### config.mk
export PLATFORM = sky130hd
export DESIGN_NAME = usb_speed_fallback_supervisor_top
export DESIGN_NICKNAME = d
export VERILOG_FILES = /design/src/rtl/usf_pkg.sv /design/src/rtl/usb_speed_fallback_supervisor_top.sv /design/src/rtl/usf_cfg_regs.sv /design/src/rtl/usf_core.sv
export SDC_FILE = /design/constraint.sdc
export NUM_CORES = 1
export LEC_CHECK = 0
export BUFFER_PORTS_ARGS = -buffer_cell sky130_fd_sc_hd__buf_2
export CAP_MARGIN = 20
export CORE_UTILIZATION = 51
export DETAILED_ROUTE_END_ITERATION = 8
export PLACE_DENSITY_LB_ADDON = 0.2
export SYNTH_ARGS = -nofsm -noshare
export SYNTH_HDL_FRONTEND = slang
export SYNTH_SLANG_ARGS = --single-unit
### constraint.sdc
create_clock -name i_clk -period 11.4 [get_ports i_clk]
set_input_delay 1.71 -clock i_clk [delete_from_list [all_inputs] [get_ports i_clk]]
set_output_delay 1.71 -clock i_clk [all_outputs]
set_load 0.005 [all_outputs]
### src/rtl/usf_pkg.sv
package usf_pkg;

    localparam int CFG_DATA_W = 16;
    localparam int CFG_IDX_W  = 3;

    typedef enum logic [1:0] {
        PH_WAIT = 2'd0,
        PH_SS   = 2'd1,
        PH_HS   = 2'd2
    } t_phase;

    typedef enum logic [2:0] {
        CMD_NONE       = 3'd0,
        CMD_START_SS   = 3'd1,
        CMD_START_HS   = 3'd2,
        CMD_RESTART_HS = 3'd3,
        CMD_REPLUG_HS  = 3'd4
    } t_cmd;

    typedef enum logic [3:0] {
        EV_NONE        = 4'd0,
        EV_SS_WON      = 4'd1,
        EV_ATTACH      = 4'd2,
        EV_IDLE_RETRY  = 4'd3,
        EV_KEPT_HOST   = 4'd4,
        EV_NO_PARTNER  = 4'd5,
        EV_NOT_ENUM    = 4'd6,
        EV_SS_LOST     = 4'd7,
        EV_BOUNCE_TO   = 4'd8,
        EV_HS_UNPLUG   = 4'd9,
        EV_HS_STAYING  = 4'd10,
        EV_HS_WRITEOFF = 4'd11
    } t_evt;

    typedef enum logic [CFG_IDX_W-1:0] {
        CFG_ENABLE        = 3'd0,
        CFG_SS_RETRY      = 3'd1,
        CFG_HS_FALLBACK   = 3'd2,
        CFG_SS_TRAIN_MAX  = 3'd3,
        CFG_SS_LOST       = 3'd4,
        CFG_SS_REENUM     = 3'd5,
        CFG_HS_DISCONNECT = 3'd6
    } t_cfg_idx;

    localparam logic [3:0] LS_DISABLED   = 4'd4;
    localparam logic [3:0] LS_RXDETECT   = 4'd5;
    localparam logic [3:0] LS_INACTIVE   = 4'd6;
    localparam logic [3:0] LS_COMPLIANCE = 4'd10;
    localparam logic [3:0] LS_LOOPBACK   = 4'd11;

    localparam logic [CFG_DATA_W-1:0] RST_SS_RETRY      = 16'd500;
    localparam logic [CFG_DATA_W-1:0] RST_HS_FALLBACK   = 16'd1500;
    localparam logic [CFG_DATA_W-1:0] RST_SS_TRAIN_MAX  = 16'd3000;
    localparam logic [CFG_DATA_W-1:0] RST_SS_LOST       = 16'd2000;
    localparam logic [CFG_DATA_W-1:0] RST_SS_REENUM     = 16'd3000;
    localparam logic [CFG_DATA_W-1:0] RST_HS_DISCONNECT = 16'd2000;

    typedef struct packed {
        logic       tick;
        logic       host_pulldown;
        logic       ss_enumerated;
        logic       ss_link_progress;
        logic [3:0] link_code;
        logic       device_configured;
        logic       hs_suspended;
        logic       hs_bus_reset;
    } t_in;

    typedef struct packed {
        logic [1:0] phase;
        logic [2:0] command;
        logic [3:0] event_res;
        logic       host_known;
    } t_out;

    typedef struct packed {
        logic                  enable;
        logic [CFG_DATA_W-1:0] ss_retry_ms;
        logic [CFG_DATA_W-1:0] hs_fallback_ms;
        logic [CFG_DATA_W-1:0] ss_train_max_ms;
        logic [CFG_DATA_W-1:0] ss_lost_ms;
        logic [CFG_DATA_W-1:0] ss_reenum_ms;
        logic [CFG_DATA_W-1:0] hs_disconnect_ms;
    } t_cfg;

    function automatic logic link_dead(input logic [3:0] ls);
        return (ls == LS_DISABLED) || (ls == LS_RXDETECT) || (ls == LS_INACTIVE) ||
               (ls == LS_COMPLIANCE) || (ls == LS_LOOPBACK);
    endfunction

    function automatic t_cmd evt_to_cmd(input t_evt ev);
        t_cmd c;
        case (ev)
            EV_ATTACH, EV_IDLE_RETRY, EV_KEPT_HOST, EV_SS_LOST,
            EV_BOUNCE_TO, EV_HS_UNPLUG:    c = CMD_START_SS;
            EV_NO_PARTNER, EV_NOT_ENUM:    c = CMD_START_HS;
            EV_HS_STAYING:                 c = CMD_RESTART_HS;
            EV_HS_WRITEOFF:                c = CMD_REPLUG_HS;
            default:                       c = CMD_NONE;
        endcase
        return c;
    endfunction

endpackage

### src/rtl/usb_speed_fallback_supervisor_top.sv
// USB speed fallback supervisor.
// Each input beat is one poll of sampled line and link status; each poll
// yields exactly one result beat with the phase after the poll, a command for
// the SuperSpeed and high-speed controllers, an event code and the known-host
// flag. Both channels use valid and stall; a beat moves on an edge where valid
// is high and stall is low.
// An accepted poll sits in the input register while the decision logic settles
// the supervisor state; the result register is then loaded with the result
// beat. Throughput is one poll per cycle while the receiver does not stall, as
// the decision logic between those two registers is combinational.
// When the receiver stalls, the result register holds its beat and one more
// poll may wait in the input register; input stall rises only when both are
// full and the result is not being taken.
// Configuration is a plain write port (enable, index, 16-bit data); the user
// must write it while no poll is in flight (not enforced). Reset (synchronous,
// active low) restores the default register values, returns to the wait phase
// with all timers and flags cleared, and empties both registers.
module usb_speed_fallback_supervisor_top #(
    parameter int TIMER_BITS = 16
) (
    input  logic                            i_clk,
    input  logic                            i_rst_n,
    input  logic                            i_in_valid,
    output logic                            o_in_stall,
    input  usf_pkg::t_in                    i_in_data,
    output logic                            o_out_valid,
    input  logic                            i_out_stall,
    output usf_pkg::t_out                   o_out_data,
    input  logic                            i_cfg_we,
    input  logic [usf_pkg::CFG_IDX_W-1:0]   i_cfg_index,
    input  logic [usf_pkg::CFG_DATA_W-1:0]  i_cfg_data
);

    logic          r_in_valid;
    usf_pkg::t_in  r_in_data;
    logic          r_out_valid;
    usf_pkg::t_out r_out_data;
    usf_pkg::t_out core_out;
    usf_pkg::t_cfg cfg;
    logic          advance;
    logic          fire;
    logic          take_in;

    assign advance    = !r_out_valid || !i_out_stall;
    assign fire       = r_in_valid && advance;
    assign o_in_stall = r_in_valid && !advance;
    assign take_in    = i_in_valid && !o_in_stall;

    usf_cfg_regs u_cfg (
        .i_clk       (i_clk),
        .i_rst_n     (i_rst_n),
        .i_cfg_we    (i_cfg_we),
        .i_cfg_index (i_cfg_index),
        .i_cfg_data  (i_cfg_data),
        .o_cfg       (cfg)
    );

    usf_core #(
        .TIMER_BITS (TIMER_BITS)
    ) u_core (
        .i_clk   (i_clk),
        .i_rst_n (i_rst_n),
        .i_fire  (fire),
        .i_in    (r_in_data),
        .i_cfg   (cfg),
        .o_out   (core_out)
    );

    always_ff @(posedge i_clk) begin
        if (!i_rst_n) begin
            r_in_valid  <= 1'b0;
            r_out_valid <= 1'b0;
        end else begin
            if (take_in) begin
                r_in_valid <= 1'b1;
            end else if (fire) begin
                r_in_valid <= 1'b0;
            end
            if (fire) begin
                r_out_valid <= 1'b1;
            end else if (!i_out_stall) begin
                r_out_valid <= 1'b0;
            end
        end
    end

    always_ff @(posedge i_clk) begin
        if (take_in) begin
            r_in_data <= i_in_data;
        end
        if (fire) begin
            r_out_data <= core_out;
        end
    end

    assign o_out_valid = r_out_valid;
    assign o_out_data  = r_out_data;

endmodule

### src/rtl/usf_cfg_regs.sv
module usf_cfg_regs (
    input  logic                            i_clk,
    input  logic                            i_rst_n,
    input  logic                            i_cfg_we,
    input  logic [usf_pkg::CFG_IDX_W-1:0]   i_cfg_index,
    input  logic [usf_pkg::CFG_DATA_W-1:0]  i_cfg_data,
    output usf_pkg::t_cfg                   o_cfg
);

    usf_pkg::t_cfg r_cfg;

    always_ff @(posedge i_clk) begin
        if (!i_rst_n) begin
            r_cfg.enable           <= 1'b1;
            r_cfg.ss_retry_ms      <= usf_pkg::RST_SS_RETRY;
            r_cfg.hs_fallback_ms   <= usf_pkg::RST_HS_FALLBACK;
            r_cfg.ss_train_max_ms  <= usf_pkg::RST_SS_TRAIN_MAX;
            r_cfg.ss_lost_ms       <= usf_pkg::RST_SS_LOST;
            r_cfg.ss_reenum_ms     <= usf_pkg::RST_SS_REENUM;
            r_cfg.hs_disconnect_ms <= usf_pkg::RST_HS_DISCONNECT;
        end else if (i_cfg_we) begin
            case (i_cfg_index)
                usf_pkg::CFG_ENABLE:        r_cfg.enable           <= i_cfg_data[0];
                usf_pkg::CFG_SS_RETRY:      r_cfg.ss_retry_ms      <= i_cfg_data;
                usf_pkg::CFG_HS_FALLBACK:   r_cfg.hs_fallback_ms   <= i_cfg_data;
                usf_pkg::CFG_SS_TRAIN_MAX:  r_cfg.ss_train_max_ms  <= i_cfg_data;
                usf_pkg::CFG_SS_LOST:       r_cfg.ss_lost_ms       <= i_cfg_data;
                usf_pkg::CFG_SS_REENUM:     r_cfg.ss_reenum_ms     <= i_cfg_data;
                usf_pkg::CFG_HS_DISCONNECT: r_cfg.hs_disconnect_ms <= i_cfg_data;
                default: begin
                end
            endcase
        end
    end

    assign o_cfg = r_cfg;

endmodule

### src/rtl/usf_core.sv
module usf_core #(
    parameter int TIMER_BITS = 16
) (
    input  logic          i_clk,
    input  logic          i_rst_n,
    input  logic          i_fire,
    input  usf_pkg::t_in  i_in,
    input  usf_pkg::t_cfg i_cfg,
    output usf_pkg::t_out o_out
);

    localparam int CW = (TIMER_BITS > usf_pkg::CFG_DATA_W) ? TIMER_BITS : usf_pkg::CFG_DATA_W;
    localparam logic [TIMER_BITS-1:0] TMAX = {TIMER_BITS{1'b1}};

    usf_pkg::t_phase r_phase, n_phase;
    logic [TIMER_BITS-1:0] r_sub, n_sub, r_attach, n_attach, r_bounce, n_bounce;
    logic r_host_present, n_host_present;
    logic r_dead_seen, n_dead_seen;
    logic r_idle_seen, n_idle_seen;
    logic r_bounced, n_bounced;
    logic r_known, n_known;
    logic r_hs_reset, n_hs_reset;

    logic [TIMER_BITS-1:0] sub_t, attach_t, bounce_t;
    logic dead;
    usf_pkg::t_evt evt;

    function automatic logic ge(input logic [TIMER_BITS-1:0] t,
                                input logic [usf_pkg::CFG_DATA_W-1:0] lim);
        return CW'(t) >= CW'(lim);
    endfunction

    // Timers advance on every tick, enabled or not.
    always_comb begin
        sub_t    = (i_in.tick && r_sub != TMAX)    ? r_sub + 1'b1    : r_sub;
        attach_t = (i_in.tick && r_attach != TMAX) ? r_attach + 1'b1 : r_attach;
        bounce_t = (i_in.tick && r_bounce != TMAX) ? r_bounce + 1'b1 : r_bounce;
        dead     = usf_pkg::link_dead(i_in.link_code);
    end

    // Decision for this beat.
    always_comb begin
        evt = usf_pkg::EV_NONE;
        if (i_cfg.enable) begin
            case (r_phase)
                usf_pkg::PH_WAIT: begin
                    if (i_in.ss_enumerated) begin
                        evt = usf_pkg::EV_SS_WON;
                    end else if (!r_host_present) begin
                        if (i_in.host_pulldown) begin
                            evt = usf_pkg::EV_ATTACH;
                        end else if (ge(sub_t, i_cfg.ss_retry_ms)) begin
                            evt = usf_pkg::EV_IDLE_RETRY;
                        end
                    end else if (i_in.ss_link_progress ? ge(attach_t, i_cfg.ss_train_max_ms)
                                                       : ge(attach_t, i_cfg.hs_fallback_ms)) begin
                        if (r_known) begin
                            evt = usf_pkg::EV_KEPT_HOST;
                        end else if (i_in.ss_link_progress) begin
                            evt = usf_pkg::EV_NOT_ENUM;
                        end else begin
                            evt = usf_pkg::EV_NO_PARTNER;
                        end
                    end
                end
                usf_pkg::PH_SS: begin
                    if (dead) begin
                        if (r_dead_seen && ge(sub_t, i_cfg.ss_lost_ms)) begin
                            evt = usf_pkg::EV_SS_LOST;
                        end
                    end else if (r_bounced && !i_in.device_configured &&
                                 ge(bounce_t, i_cfg.ss_reenum_ms)) begin
                        evt = usf_pkg::EV_BOUNCE_TO;
                    end
                end
                usf_pkg::PH_HS: begin
                    if (i_in.hs_suspended && r_idle_seen && ge(sub_t, i_cfg.hs_disconnect_ms)) begin
                        if (!i_in.host_pulldown) begin
                            evt = usf_pkg::EV_HS_UNPLUG;
                        end else if (r_hs_reset || i_in.hs_bus_reset) begin
                            evt = usf_pkg::EV_HS_STAYING;
                        end else begin
                            evt = usf_pkg::EV_HS_WRITEOFF;
                        end
                    end
                end
                default: begin
                end
            endcase
        end
    end

    // Next state.
    always_comb begin
        n_phase        = r_phase;
        n_sub          = sub_t;
        n_attach       = attach_t;
        n_bounce       = bounce_t;
        n_host_present = r_host_present;
        n_dead_seen    = r_dead_seen;
        n_idle_seen    = r_idle_seen;
        n_bounced      = r_bounced;
        n_known        = r_known;
        n_hs_reset     = r_hs_reset;
        if (i_cfg.enable) begin
            case (r_phase)
                usf_pkg::PH_WAIT: begin
                    if (i_in.ss_enumerated) begin
                        n_known = 1'b1;
                        n_phase = usf_pkg::PH_SS;
                    end else if (!r_host_present) begin
                        if (!i_in.host_pulldown) begin
                            n_known = 1'b0;
                            if (evt == usf_pkg::EV_IDLE_RETRY) begin
                                n_sub = '0;
                            end
                        end else begin
                            n_host_present = 1'b1;
                            n_attach       = '0;
                        end
                    end else if (evt == usf_pkg::EV_KEPT_HOST) begin
                        n_attach = '0;
                    end else if (evt == usf_pkg::EV_NO_PARTNER || evt == usf_pkg::EV_NOT_ENUM) begin
                        n_hs_reset = 1'b0;
                        n_phase    = usf_pkg::PH_HS;
                    end
                end
                usf_pkg::PH_SS: begin
                    if (dead) begin
                        if (!r_bounced) begin
                            n_bounced = 1'b1;
                            n_bounce  = '0;
                        end
                        if (!r_dead_seen) begin
                            n_dead_seen = 1'b1;
                            n_sub       = '0;
                        end else if (evt == usf_pkg::EV_SS_LOST) begin
                            n_phase = usf_pkg::PH_WAIT;
                        end
                    end else begin
                        n_dead_seen = 1'b0;
                        if (r_bounced && i_in.device_configured) begin
                            n_bounced = 1'b0;
                        end
                        if (evt == usf_pkg::EV_BOUNCE_TO) begin
                            n_phase = usf_pkg::PH_WAIT;
                        end
                    end
                end
                usf_pkg::PH_HS: begin
                    if (i_in.hs_bus_reset) begin
                        n_hs_reset = 1'b1;
                    end
                    if (i_in.hs_suspended) begin
                        if (!r_idle_seen) begin
                            n_idle_seen = 1'b1;
                            n_sub       = '0;
                        end else if (evt == usf_pkg::EV_HS_STAYING ||
                                     evt == usf_pkg::EV_HS_WRITEOFF) begin
                            n_idle_seen = 1'b0;
                            n_sub       = '0;
                        end else if (evt == usf_pkg::EV_HS_UNPLUG) begin
                            n_phase = usf_pkg::PH_WAIT;
                        end
                    end else begin
                        n_idle_seen = 1'b0;
                    end
                end
                default: begin
                end
            endcase
            // Any phase change starts the new phase with fresh sub-phase state.
            if (n_phase != r_phase) begin
                n_sub          = '0;
                n_host_present = 1'b0;
                n_dead_seen    = 1'b0;
                n_idle_seen    = 1'b0;
                n_bounced      = 1'b0;
            end
        end
    end

    // Result fields.
    always_comb begin
        o_out.phase      = n_phase;
        o_out.command    = usf_pkg::evt_to_cmd(evt);
        o_out.event_res  = evt;
        o_out.host_known = n_known;
    end

    always_ff @(posedge i_clk) begin
        if (!i_rst_n) begin
            r_phase        <= usf_pkg::PH_WAIT;
            r_sub          <= '0;
            r_attach       <= '0;
            r_bounce       <= '0;
            r_host_present <= 1'b0;
            r_dead_seen    <= 1'b0;
            r_idle_seen    <= 1'b0;
            r_bounced      <= 1'b0;
            r_known        <= 1'b0;
            r_hs_reset     <= 1'b0;
        end else if (i_fire) begin
            r_phase        <= n_phase;
            r_sub          <= n_sub;
            r_attach       <= n_attach;
            r_bounce       <= n_bounce;
            r_host_present <= n_host_present;
            r_dead_seen    <= n_dead_seen;
            r_idle_seen    <= n_idle_seen;
            r_bounced      <= n_bounced;
            r_known        <= n_known;
            r_hs_reset     <= n_hs_reset;
        end
    end

endmodule
==> results.cfg <==
[clock_network]
tritoncts = yes
cts.repair.resized = 0
cts_hold_buf = 0
clk_pin_slew_ns = 0.07
cts_root_buf = clkbuf_16
clock_latency_ns = 0.44
cts_buffer_depth = 2
htree_levels = 4
numCtsBuffers = 17
postCtsSetupRepairBufs = 0
cts_sinks = 176

[status]
status = finished, final reports clean

[synth]
synth_fp_nets = 1405
avgSynthCellArea_um2 = 8.17
yosysUniqueCellTypes = 78
ys.flop_type = dfxtp_1
synth-edff-count = 21
async_flop_share = 0
netlist_instances = 1267
synth-seq-cells = 176
synth_seq_area_share = 0.361
syn_area_mm2 = 0.0103
yosysMostFrequentCell = nand2_1
synth_largest_area_cell = dfxtp_1
synth_top_area_share = 0.300
yosys-top-cells-count = nand2_1 (244), dfxtp_1 (155), inv_1 (109), a21oi_1 (106), ha_1 (103)
yosysWarnings = 0
synth_area_leaders = dfxtp_1 (30%), ha_1 (12%), nand2_1 (8.9%)

[power_and_ir_drop]
powerDensity_mw_per_mm2 = 121
combPwrFrac = 0.087
p_int_mw = 1.01
vdd_drop_max_v = 0.000100
switching_power_mw = 0.360
swShare = 0.263
p_leak_nw = 4.69
p_clk_frac = 0.435
pwr-share-seq = 0.478

[floorplan]
initial_core_util = 0.526
die_w_um = 144
rows = 51
die_y_um = 144
die_area_mm2 = 0.0209
num_io_pins = 47
coreArea_mm2 = 0.0197

[detailed_routing]
drc_errors = 0
drtPass1Iterations = 5
ant_nets = 0
dr.first_iter.drc_count = 660
wl_um = 27100
via_per_inst = 5.72
post_drt_wl_per_cell_um = 17.3
vias = 8940

[timing]
whs_ns = 0.455
worst_pin_slew_ns = 1.07
final_max_slew_viol_count = 0
clock_skew_ns = 0.0109
final-setup-viol-count = 0
fin_ws_ns = 5.20
max_freq_ghz = 0.161
period_share = 0.544
grt_setup_unrepaired = false
setup_tns_ns = 0
finalHoldViolCount = 0
period_needed_ns = 6.20
relSlewSlack = 0.290

[global_route]
antenna_found_initial = 0
grt_pass1_wl_um = 43000
grt_max_degree = 96
grt_overflow = 0
grt_pass1_vias = 8232
grt_use_total = 0.269

[cells_and_area]
instances_no_fill = 1562
drive_gt1_frac = 0.0887
area_growth_pct = 9.51
nets = 1422
antennaDiodeCount = 0

[flow_run]
cap_viol_max_count = 0

[placement]
dpl_worst_slack_ns = 5.29
hpwl_um = 19600
gp_congestion = 0.946
dp.cells = 1530
io_buffers = 46

[worst_setup_path]
path_class = reg2reg
worst_ep_required_time_ns = 11.73
ff2ff_path_depth = 25
regToRegStartpoint = u_core.r_attach[6]
crit_path_end_kind = flip-flop
crit_fanout = 8
critPathArrivalTime_ns = 6.53
reg2reg_slack_ns = 5.20
r2r_end = u_core.r_sub[11]
cp-start-kind = flip-flop

[worst_hold_path]
whs_path_depth = 2
hold_end = u_cfg.o_cfg[2]
hold_class = reg2reg
min-delay-start = u_cfg.o_cfg[2]
critical path, cell delays in order (launching register included):
cell       delay [ns]
dfxtp_1          0.46
and4_1           0.26
nand4_1          0.18
o31a_2           0.45
and3_1           0.24
and3_1           0.22
nand4_1          0.15
xnor2_1          0.12
ha_1             0.30
and4_1           0.26
nand2_1          0.07
or4_4            0.53
nand4_2          0.21
a41oi_1          0.16
o2bb2ai_1        0.21
nand2_1          0.11
a21oi_1          0.30
ha_1             0.33
o21ai_0          0.14
nor2_1           0.17
a21oi_1          0.09
o22ai_1          0.22
nand2_1          0.12
a31o_4           0.26
and3_4           0.18
a221o_1          0.34
power by group through the flow:
stage | Sequential [mW] | Clock (mW) | Combinational [mW]
after CTS | 0.653 | 0.602 | 0.118
after global placement | 0.667 | 0 | 0.116
after detailed placement | 0.668 | 0 | 0.117
after global routing | 0.655 | 0.626 | 0.132
final | 0.654 | 0.594 | 0.119
after floorplan | 0.663 | 0 | 0.0782
sequential cells by signal, summed over array words and instances, names as in the netlist, 2 cells and up:
signal / count
u_cfg.o_cfg: 97
u_core.r_attach: 16
u_core.r_bounce: 16
u_core.r_sub: 16
r_in_data: 11
o_out_data: 10
u_core.r_phase: 2
per-layer routing:
metal,vias up,GRT usage,part of all wire
met4,0,0.106,0.029
met3,56,0.0387,0.048
met1,4127,0.366,0.46
met5,-,0,0
li1,4510,-,-
met2,247,0.428,0.46
placed cells by master (no fill, tap or decap), types with 12 or more instances in the layout:
cell type | Yosys | final
nor2_1 | 53 | 52
nand3_1 | 37 | 37
o211ai_1 | 49 | 49
nand3b_1 | 14 | 14
o21ai_0 | 31 | 31
a31oi_1 | 13 | 13
or4_1 | 12 | 12
xnor2_1 | 36 | 36
edfxtp_1 | 21 | 21
nand2b_1 | 12 | 12
and3_1 | 20 | 20
clkbuf_16 | 0 | 17
buf_2 | 7 | 46
nor3_1 | 19 | 18
nand4_1 | 18 | 18
inv_1 | 109 | 108
a21o_1 | 16 | 16
nand2_1 | 244 | 244
a21oi_1 | 106 | 106
ha_1 | 103 | 103
dfxtp_1 | 155 | 155
worst max path at each step:
stage                                  start          endpoint  slack, ns  cells past startpoint
after floorplan           u_core.r_attach[6]  u_core.r_sub[11]       5.90                     27
after global placement    u_core.r_attach[6]  u_core.r_sub[11]       5.42                     24
after detailed placement  u_core.r_attach[6]  u_core.r_sub[15]       5.29                     25
after CTS                 u_core.r_attach[6]  u_core.r_sub[11]       5.26                     25
after global routing      u_core.r_attach[6]   u_core.r_sub[3]       4.73                     24
final                     u_core.r_attach[6]  u_core.r_sub[11]       5.20                     25
through the flow:
stage | utilization | cell area (µm²) | total power [mW]
floorplan | - | 10300 | 0.741
global placement | 0.547 | 10700 | 0.784
detailed placement | 0.547 | 10700 | 0.785
CTS | 0.576 | 11300 | 1.37
global route | 0.576 | 11300 | 1.41
finish | 0.576 | 11300 | 1.37
kinds of logic after synthesis:
family / after synthesis / share of synthesized area
xor+xnor: 44 / 0.0372
buf+inv: 166 / 0.0622
mux: 2 / 0.00206
compound gates: 299 / 0.194
fa+ha+maj: 103 / 0.125
simple gates: 477 / 0.219
flops: 176 / 0.361
final cells by class:
class / instances / area [µm²]
Clock buffer: 17 / 425
Clock inverter: 15 / 155
Fill cell: 1842 / 8320
Inverter: 109 / 409
Multi-Input combinational cell: 925 / 5980
Sequential cell: 176 / 3730
Tap cell: 265 / 332
Timing Repair Buffer: 55 / 298
Note: power is estimated with default switching activity, not from simulation.
